### config.mk
export PLATFORM = sky130hd
export DESIGN_NAME = klst_engine_flat
export DESIGN_NICKNAME = d
export VERILOG_FILES = /design/src/rtl/core/klst_pkg.sv /design/src/rtl/core/klst_ifs.sv /design/src/rtl/core/klst_engine.sv /design/src/flat_wrapper.sv
export SDC_FILE = /design/constraint.sdc
export NUM_CORES = 1
export LEC_CHECK = 0
export BUFFER_PORTS_ARGS = -buffer_cell sky130_fd_sc_hd__buf_2
export CELL_PAD_IN_SITES_DETAIL_PLACEMENT = 0
export CELL_PAD_IN_SITES_GLOBAL_PLACEMENT = 2
export CORE_AREA = 2 2 334 336
export CTS_CLUSTER_DIAMETER = 200
export CTS_CLUSTER_SIZE = 10
export DETAILED_ROUTE_END_ITERATION = 16
export DIE_AREA = 0 0 336 338
export GPL_TIMING_DRIVEN = 1
export HOLD_SLACK_MARGIN = 0.15
export PLACE_DENSITY = 0.68
export SLEW_MARGIN = 10
export SYNTH_ARGS = -nofsm -noshare
export SYNTH_HDL_FRONTEND = slang
export SYNTH_SLANG_ARGS = --single-unit
export TNS_END_PERCENT = 1
### constraint.sdc
create_clock -name i_clk -period 42.2 [get_ports i_clk]
set_input_delay 10.55 -clock i_clk [delete_from_list [all_inputs] [get_ports i_clk]]
set_output_delay 10.55 -clock i_clk [all_outputs]
set_load 0.02 [all_outputs]
### src/rtl/core/klst_pkg.sv
// package for the keyed latency statistics table
// types, codes and sizes shared by the interfaces, the engine, the top level and the checker
package klst_pkg;

    localparam int TABLE_DEPTH = 1024;
    localparam int SLOT_W      = $clog2(TABLE_DEPTH);
    localparam int CNT_W       = $clog2(TABLE_DEPTH + 1);

    // fixed field widths
    localparam int KEY_W      = 32;
    localparam int STAT_W     = 32;
    localparam int FUNC_W     = 2;
    localparam int STATUS_W   = 3;
    localparam int RSLOT_W    = 10;
    localparam int USED_W     = 11;
    localparam int LIMIT_W    = 11;
    localparam int CFG_IDX_W  = 2;
    localparam int CFG_DATA_W = 32;

    localparam logic [LIMIT_W-1:0] LIMIT_RESET  = LIMIT_W'(1001);
    localparam logic [STAT_W-1:0]  THRESH_RESET = STAT_W'(1000);

    typedef enum logic [FUNC_W-1:0] {
        FN_RECORD = 2'd0,
        FN_READ   = 2'd1,
        FN_CLEAR  = 2'd2
    } t_func;

    typedef enum logic [STATUS_W-1:0] {
        ST_UPDATED  = 3'd0,
        ST_INSERTED = 3'd1,
        ST_DROPPED  = 3'd2,
        ST_EMPTY    = 3'd3,
        ST_READ_OK  = 3'd4,
        ST_CLEARED  = 3'd5
    } t_status;

    typedef enum logic [CFG_IDX_W-1:0] {
        CFG_ENTRY_LIMIT = 2'd0,
        CFG_SLOW_THRESH = 2'd1
    } t_cfg_reg;

    typedef struct packed {
        logic [STAT_W-1:0] total;
        logic [STAT_W-1:0] max;
        logic [STAT_W-1:0] min;
        logic [STAT_W-1:0] ok;
        logic [STAT_W-1:0] fail;
        logic [STAT_W-1:0] slow;
    } t_stats;

    typedef struct packed {
        t_status           status;
        logic [RSLOT_W-1:0] slot;
        logic [KEY_W-1:0]  key_out;
        t_stats            stats;
        logic [USED_W-1:0] entries_used;
    } t_result;

    // one port pair of a simple dual-port memory
    typedef struct packed {
        logic              rd_en;
        logic [SLOT_W-1:0] rd_addr;
        logic              wr_en;
        logic [SLOT_W-1:0] wr_addr;
    } t_mem_ctl;

endpackage

### src/rtl/core/klst_ifs.sv
// channel interfaces of the keyed latency statistics table
// depends on klst_pkg
interface klst_item_if import klst_pkg::*; ();
    logic                 valid;
    logic                 ready;
    logic [FUNC_W-1:0]    func;
    logic [KEY_W-1:0]     query_key;
    logic [STAT_W-1:0]    duration;
    logic                 failed;
    logic [RSLOT_W-1:0]   read_slot;

    modport source (output valid, func, query_key, duration, failed, read_slot, input ready);
    modport sink   (input valid, func, query_key, duration, failed, read_slot, output ready);
endinterface


### src/rtl/core/klst_engine.sv
// sequencer of the statistics table: key scan, read-modify-write of the entry, reads, clear
// depends on klst_pkg and klst_ifs; drives the key and statistics memories in the top level
module klst_engine import klst_pkg::*; (
    input  logic                 i_clk,
    input  logic                 i_rst_n,
    klst_item_if.sink            i_item,
    input  logic [LIMIT_W-1:0]   i_entry_limit,
    input  logic [STAT_W-1:0]    i_slow_thresh,
    output t_mem_ctl             o_key_ctl,
    output logic [KEY_W-1:0]     o_key_wdata,
    input  logic [KEY_W-1:0]     i_key_rdata,
    output t_mem_ctl             o_stat_ctl,
    output t_stats               o_stat_wdata,
    input  t_stats               i_stat_rdata,
    output logic                 o_res_valid,
    output t_result              o_res,
    input  logic                 i_res_ready
);

    typedef enum logic [2:0] {
        S_IDLE,
        S_SCAN,
        S_MISS,
        S_UPD,
        S_READ,
        S_EMIT
    } t_state;

    t_state              r_state, n_state;
    logic [CNT_W-1:0]    r_used, n_used;
    logic [SLOT_W-1:0]   r_idx, n_idx;
    logic [KEY_W-1:0]    r_key, n_key;
    logic [STAT_W-1:0]   r_dur, n_dur;
    logic                r_fail, n_fail;
    logic                r_slow, n_slow;
    t_result             r_res, n_res;

    logic [CNT_W-1:0]    idx_next_cnt;
    logic                scan_last;
    logic                table_full;
    t_stats              upd_stats;
    t_stats              ins_stats;
    logic [CNT_W-1:0]    used_inc;

    assign idx_next_cnt = CNT_W'(r_idx) + CNT_W'(1);
    assign scan_last    = (idx_next_cnt == r_used);
    assign table_full   = (USED_W'(r_used) >= i_entry_limit) || (r_used >= CNT_W'(TABLE_DEPTH));
    assign used_inc     = r_used + CNT_W'(1);

    // entry after a hit
    always_comb begin
        upd_stats = i_stat_rdata;
        if (r_fail) begin
            upd_stats.fail = i_stat_rdata.fail + STAT_W'(1);
        end else begin
            if (i_stat_rdata.max < r_dur) upd_stats.max = r_dur;
            if (i_stat_rdata.min > r_dur) upd_stats.min = r_dur;
            upd_stats.total = i_stat_rdata.total + r_dur;
            upd_stats.ok    = i_stat_rdata.ok + STAT_W'(1);
        end
        if (r_slow) begin
            upd_stats.slow = i_stat_rdata.slow + STAT_W'(1);
        end
    end

    // entry for a new key; a failure-first entry keeps its timing fields at zero
    always_comb begin
        ins_stats      = '0;
        ins_stats.slow = STAT_W'(r_slow);
        if (r_fail) begin
            ins_stats.fail = STAT_W'(1);
        end else begin
            ins_stats.total = r_dur;
            ins_stats.max   = r_dur;
            ins_stats.min   = r_dur;
            ins_stats.ok    = STAT_W'(1);
        end
    end

    always_comb begin
        n_state      = r_state;
        n_used       = r_used;
        n_idx        = r_idx;
        n_key        = r_key;
        n_dur        = r_dur;
        n_fail       = r_fail;
        n_slow       = r_slow;
        n_res        = r_res;
        o_key_ctl    = '0;
        o_stat_ctl   = '0;
        o_key_wdata  = r_key;
        o_stat_wdata = ins_stats;
        i_item.ready = 1'b0;
        o_res_valid  = 1'b0;

        unique case (r_state)
            S_IDLE: begin
                i_item.ready = 1'b1;
                if (i_item.valid) begin
                    unique case (t_func'(i_item.func))
                        FN_RECORD: begin
                            n_key  = i_item.query_key;
                            n_dur  = i_item.duration;
                            n_fail = i_item.failed;
                            n_slow = i_item.duration > i_slow_thresh;
                            n_idx  = '0;
                            if (r_used == '0) begin
                                n_state = S_MISS;
                            end else begin
                                o_key_ctl.rd_en   = 1'b1;
                                o_key_ctl.rd_addr = '0;
                                n_state           = S_SCAN;
                            end
                        end
                        FN_READ: begin
                            if (CNT_W'(i_item.read_slot) < r_used) begin
                                o_key_ctl.rd_en    = 1'b1;
                                o_key_ctl.rd_addr  = SLOT_W'(i_item.read_slot);
                                o_stat_ctl.rd_en   = 1'b1;
                                o_stat_ctl.rd_addr = SLOT_W'(i_item.read_slot);
                                n_idx              = SLOT_W'(i_item.read_slot);
                                n_state            = S_READ;
                            end else begin
                                n_res              = '0;
                                n_res.status       = ST_EMPTY;
                                n_res.slot         = i_item.read_slot;
                                n_res.entries_used = USED_W'(r_used);
                                n_state            = S_EMIT;
                            end
                        end
                        FN_CLEAR: begin
                            n_used        = '0;
                            n_res         = '0;
                            n_res.status  = ST_CLEARED;
                            n_state       = S_EMIT;
                        end
                        default: begin
                            // unused code: no transaction on the result side
                        end
                    endcase
                end
            end
            S_SCAN: begin
                if (i_key_rdata == r_key) begin
                    o_stat_ctl.rd_en   = 1'b1;
                    o_stat_ctl.rd_addr = r_idx;
                    n_state            = S_UPD;
                end else if (scan_last) begin
                    n_state = S_MISS;
                end else begin
                    n_idx             = SLOT_W'(idx_next_cnt);
                    o_key_ctl.rd_en   = 1'b1;
                    o_key_ctl.rd_addr = SLOT_W'(idx_next_cnt);
                end
            end
            S_MISS: begin
                n_res         = '0;
                n_res.key_out = r_key;
                if (table_full) begin
                    n_res.status       = ST_DROPPED;
                    n_res.entries_used = USED_W'(r_used);
                end else begin
                    o_key_ctl.wr_en    = 1'b1;
                    o_key_ctl.wr_addr  = SLOT_W'(r_used);
                    o_stat_ctl.wr_en   = 1'b1;
                    o_stat_ctl.wr_addr = SLOT_W'(r_used);
                    n_used             = used_inc;
                    n_res.status       = ST_INSERTED;
                    n_res.slot         = RSLOT_W'(r_used);
                    n_res.stats        = ins_stats;
                    n_res.entries_used = USED_W'(used_inc);
                end
                n_state = S_EMIT;
            end
            S_UPD: begin
                o_stat_ctl.wr_en   = 1'b1;
                o_stat_ctl.wr_addr = r_idx;
                o_stat_wdata       = upd_stats;
                n_res.status       = ST_UPDATED;
                n_res.slot         = RSLOT_W'(r_idx);
                n_res.key_out      = r_key;
                n_res.stats        = upd_stats;
                n_res.entries_used = USED_W'(r_used);
                n_state            = S_EMIT;
            end
            S_READ: begin
                n_res.status       = ST_READ_OK;
                n_res.slot         = RSLOT_W'(r_idx);
                n_res.key_out      = i_key_rdata;
                n_res.stats        = i_stat_rdata;
                n_res.entries_used = USED_W'(r_used);
                n_state            = S_EMIT;
            end
            S_EMIT: begin
                o_res_valid = 1'b1;
                if (i_res_ready) begin
                    n_state = S_IDLE;
                end
            end
            default: begin
                n_state = S_IDLE;
            end
        endcase
    end

    assign o_res = r_res;

    always_ff @(posedge i_clk) begin
        if (!i_rst_n) begin
            r_state <= S_IDLE;
            r_used  <= '0;
        end else begin
            r_state <= n_state;
            r_used  <= n_used;
        end
        r_idx  <= n_idx;
        r_key  <= n_key;
        r_dur  <= n_dur;
        r_fail <= n_fail;
        r_slow <= n_slow;
        r_res  <= n_res;
    end

endmodule

### src/flat_wrapper.sv
// flat-port wrapper written by rule: the top's interface ports become plain ports
module klst_engine_flat import klst_pkg::*;
  (i_clk, i_rst_n, i_entry_limit, i_slow_thresh, o_key_ctl, o_key_wdata, i_key_rdata, o_stat_ctl, o_stat_wdata, i_stat_rdata, o_res_valid, o_res, i_res_ready, i_item_valid, i_item_func, i_item_query_key, i_item_duration, i_item_failed, i_item_read_slot, i_item_ready);
  klst_item_if i_item_i ();
  input  logic i_clk;
  input  logic i_rst_n;
  input  logic [LIMIT_W-1:0] i_entry_limit;
  input  logic [STAT_W-1:0] i_slow_thresh;
  output t_mem_ctl o_key_ctl;
  output logic [KEY_W-1:0] o_key_wdata;
  input  logic [KEY_W-1:0] i_key_rdata;
  output t_mem_ctl o_stat_ctl;
  output t_stats o_stat_wdata;
  input  t_stats i_stat_rdata;
  output logic o_res_valid;
  output t_result o_res;
  input  logic i_res_ready;
  input wire logic [$bits(i_item_i.valid)-1:0] i_item_valid;
  input wire logic [$bits(i_item_i.func)-1:0] i_item_func;
  input wire logic [$bits(i_item_i.query_key)-1:0] i_item_query_key;
  input wire logic [$bits(i_item_i.duration)-1:0] i_item_duration;
  input wire logic [$bits(i_item_i.failed)-1:0] i_item_failed;
  input wire logic [$bits(i_item_i.read_slot)-1:0] i_item_read_slot;
  output wire logic [$bits(i_item_i.ready)-1:0] i_item_ready;
  assign i_item_i.valid = i_item_valid;
  assign i_item_i.func = i_item_func;
  assign i_item_i.query_key = i_item_query_key;
  assign i_item_i.duration = i_item_duration;
  assign i_item_i.failed = i_item_failed;
  assign i_item_i.read_slot = i_item_read_slot;
  assign i_item_ready = i_item_i.ready;
  klst_engine u_core (.i_clk(i_clk), .i_rst_n(i_rst_n), .i_item(i_item_i), .i_entry_limit(i_entry_limit), .i_slow_thresh(i_slow_thresh), .o_key_ctl(o_key_ctl), .o_key_wdata(o_key_wdata), .i_key_rdata(i_key_rdata), .o_stat_ctl(o_stat_ctl), .o_stat_wdata(o_stat_wdata), .i_stat_rdata(i_stat_rdata), .o_res_valid(o_res_valid), .o_res(o_res), .i_res_ready(i_res_ready));
endmodule
==> results.sh <==
export IMPL_max_freq_mhz=40.7
export IMPL_final_max_slew_viol_count=0
export IMPL_power_density_mw_per_mm2=60.0
export IMPL_skew_ps=29.5
export IMPL_yosys_cell_types_count=84
export IMPL_final_min_clock_period_ps=24570
export IMPL_synth_enable_flop_cells=324
export IMPL_p_leak_nw=13.8
export IMPL_setup_worst_path_class="input port to output port"
export IMPL_grt_max_degree=77
export IMPL_synth_seq_cells=338
export IMPL_timing_final_crit_share=0.582
export IMPL_maximum_clock_insertion_buffer_count=3
export IMPL_boundaryPins=866
export IMPL_height_of_the_die_um=338
export IMPL_netlist_area_mm2=0.0231
export IMPL_timing_critical_path_to_type="output port"
export IMPL_floorplan_initialDensity=0.210
export IMPL_timing_max_cap_violations=0
export IMPL_grt_first_pass_wirelength_mm=169
export IMPL_global_route_overflow_total=0
export IMPL_core_mm2=0.110
export IMPL_drcViolationCount=0
export IMPL_fin_area_mm2=0.0302
export IMPL_grt_antenna_before_repair=35
export IMPL_syn_to_final_growth_pct=30.9
export IMPL_finish_net_count=3689
export IMPL_worst_slew_pin_slew_ps=1150
export IMPL_post_route_cells_drive_above_1_share=0.309
export IMPL_drt_vias_per_instance=4.85
export IMPL_layout_cells_most_common_list="sky130_fd_sc_hd__buf_2, sky130_fd_sc_hd__edfxtp_1, sky130_fd_sc_hd__nand2_1"
export IMPL_clock_latency_ps=610
export IMPL_yosysSeqAreaShare=0.434
export IMPL_die_ar_mm2=0.114
export IMPL_cts_num_sinks=338
export IMPL_synth_flop_cell="sky130_fd_sc_hd__edfxtp_1"
export IMPL_drt_first_pass_iters=7
export IMPL_cts_inserted_buffers=39
export IMPL_clkSlewWorstSetupHoldPaths_ps=50
export IMPL_report_final_setup_viol=0
export IMPL_critPathMaxFanout=35
export IMPL_slew_limit_headroom=0.233
export IMPL_ys_async_sr_fraction=0
export IMPL_tritoncts="built"
export IMPL_cts_setup_buffers=0
export IMPL_post_drt_wl_per_cell_um=26.4
export IMPL_synthesis_area_per_instance_um2=9.68
export IMPL_drtIter0Drc=1502
export IMPL_rows=122
export IMPL_ctsHtreeMaxLevel=2
export IMPL_finalHoldViolCount=0
export IMPL_grt_pass1_vias=21778
export IMPL_detailed_place_area_mm2=0.0291
export IMPL_global_route_usage_over_all_layers=0.208
export IMPL_drt_total_wl_mm=124
export IMPL_cts_hold_buffers_added=0
export IMPL_hpwl_mm=98.1
export IMPL_hp_class="flop to flop"
export IMPL_detail_route_antenna_nets=0
export IMPL_number_of_port_buffers=865
export IMPL_required_ps=31650
export IMPL_final_common_cell="sky130_fd_sc_hd__buf_2"
export IMPL_totalNegativeSetupSlack_ps=0
export IMPL_syn_num_nets=2889
export IMPL_clock_tree_root_cell="sky130_fd_sc_hd__clkbuf_16"
export IMPL_status="finished, final reports clean"
export IMPL_vdd_ir_drop_worst_mv=0.0357
export IMPL_yosysWarningCount=0
export IMPL_rsz0062_at_grt="no"
export IMPL_cts_repair_resized=0
export IMPL_place_gp_congestion=0.885
export IMPL_synthCells=2384
export IMPL_nFillCells=11973
export IMPL_worst_ep_arrival_time_ps=14020
export IMPL_routed_via_count=22806
export IMPL_critical_path_startpoint_type="input port"
export IMPL_fp_dieW_um=336
## final timing paths
check	startpoint	endpoint	slack, ps	cells after the start
min	u_core.r_used[9]$_SDFFE_PN0P_	u_core.r_used[9]$_SDFFE_PN0P_	570	2
min reg2reg	u_core.r_used[9]$_SDFFE_PN0P_	u_core.r_used[9]$_SDFFE_PN0P_	570	2
max	i_stat_rdata[97]	o_stat_wdata[103]	17630	12
max reg2reg	u_core.r_dur[1]$_DFFE_PP_	u_core.o_res[115]$_DFFE_PP_	37500	12
## kinds of logic (layout without fill, tap and decap cells)
family,Yosys count,in the layout,synth area share
AOI/OAI and AO/OA,684,684,0.211
adders and majority gates,157,157,0.0855
DFF,338,338,0.434
xor gates and xnor gates,149,149,0.0566
other,0,16,0
and+or+nand+nor,780,780,0.163
muxes,12,12,0.00521
buffers and inverters,264,1074,0.0450
## power breakdown
part | internal (W) | total (W) | switching, W
logic | 0.000232 | 0.000858 | 0.000625
clock network | 0.000172 | 0.000326 | 0.000154
registers | 0.000576 | 0.000628 | 0.0000516
## metrics by stage
step	utilization	cells	hold slack, ps	setup WS, ps	power (W)
after floorplan	-	2384	513	11440	0.00121
after global placement	0.264	4631	573	17770	0.00150
after detailed placement	0.264	4631	571	17700	0.00150
after CTS	0.274	4682	581	17690	0.00184
after global routing	0.274	4692	626	17460	0.00191
final	0.274	4698	575	17630	0.00181
## area by class of cell
cell class | instances | area (µm²) | area share
Multi-Input combinational cell | 1782 | 12100 | 0.402
Sequential cell | 338 | 10000 | 0.331
Timing Repair Buffer | 905 | 4630 | 0.153
Tap cell | 1488 | 1860 | 0.0616
Clock buffer | 49 | 1040 | 0.0346
Inverter | 118 | 443 | 0.0147
Antenna cell | 16 | 40.0 | 0.00133
Clock inverter | 2 | 25.0 | 0.000829
## per-layer routing
metal / vias up / track usage / wire length (µm)
met5: - / 0.00638 / 297
met4: 32 / 0.0747 / 4160
met3: 188 / 0.0588 / 9290
li1: 10609 / - / -
met2: 828 / 0.338 / 58000
met1: 11149 / 0.262 / 52500
## critical path: stages
cell	delay, ps
sky130_fd_sc_hd__buf_2	120
sky130_fd_sc_hd__ha_1	300
sky130_fd_sc_hd__nor2b_1	140
sky130_fd_sc_hd__o21a_1	150
sky130_fd_sc_hd__o21ai_0	250
sky130_fd_sc_hd__a2111oi_0	170
sky130_fd_sc_hd__nor4b_1	550
sky130_fd_sc_hd__o2111ai_4	140
sky130_fd_sc_hd__buf_4	320
sky130_fd_sc_hd__a31oi_4	850
sky130_fd_sc_hd__a22o_1	270
sky130_fd_sc_hd__buf_2	160
## registers in the layout, indices dropped and copies added (netlist names)
signal and flops:
u_core.o_key_wdata 32, u_core.r_fail 1, u_core.o_res 248, u_core.r_dur 32, u_core.r_idx 10, u_core.r_used 11
u_core.r_state 3, u_core.r_slow 1
## Yosys cell counts (all sizes together), types with 16 or more instances
cell | instances | share of area
nand3 | 88 | 0.019
clkbuf | 116 | 0.019
nor3 | 48 | 0.011
xnor2 | 63 | 0.024
o31ai | 16 | 0.0052
and3 | 33 | 0.0089
nand4 | 86 | 0.023
o211ai | 43 | 0.014
or3 | 22 | 0.0060
nor4 | 17 | 0.0053
xor2 | 86 | 0.033
nand2 | 254 | 0.041
buf | 30 | 0.0069
a221o | 19 | 0.0082
edfxtp | 324 | 0.42
o21ai | 138 | 0.030
a21oi | 91 | 0.020
inv | 116 | 0.019
a31oi | 18 | 0.0049
ha | 156 | 0.085
a22o | 133 | 0.050
a21o | 123 | 0.040
nor2 | 170 | 0.028
Note: power is estimated with default switching activity, not from simulation.
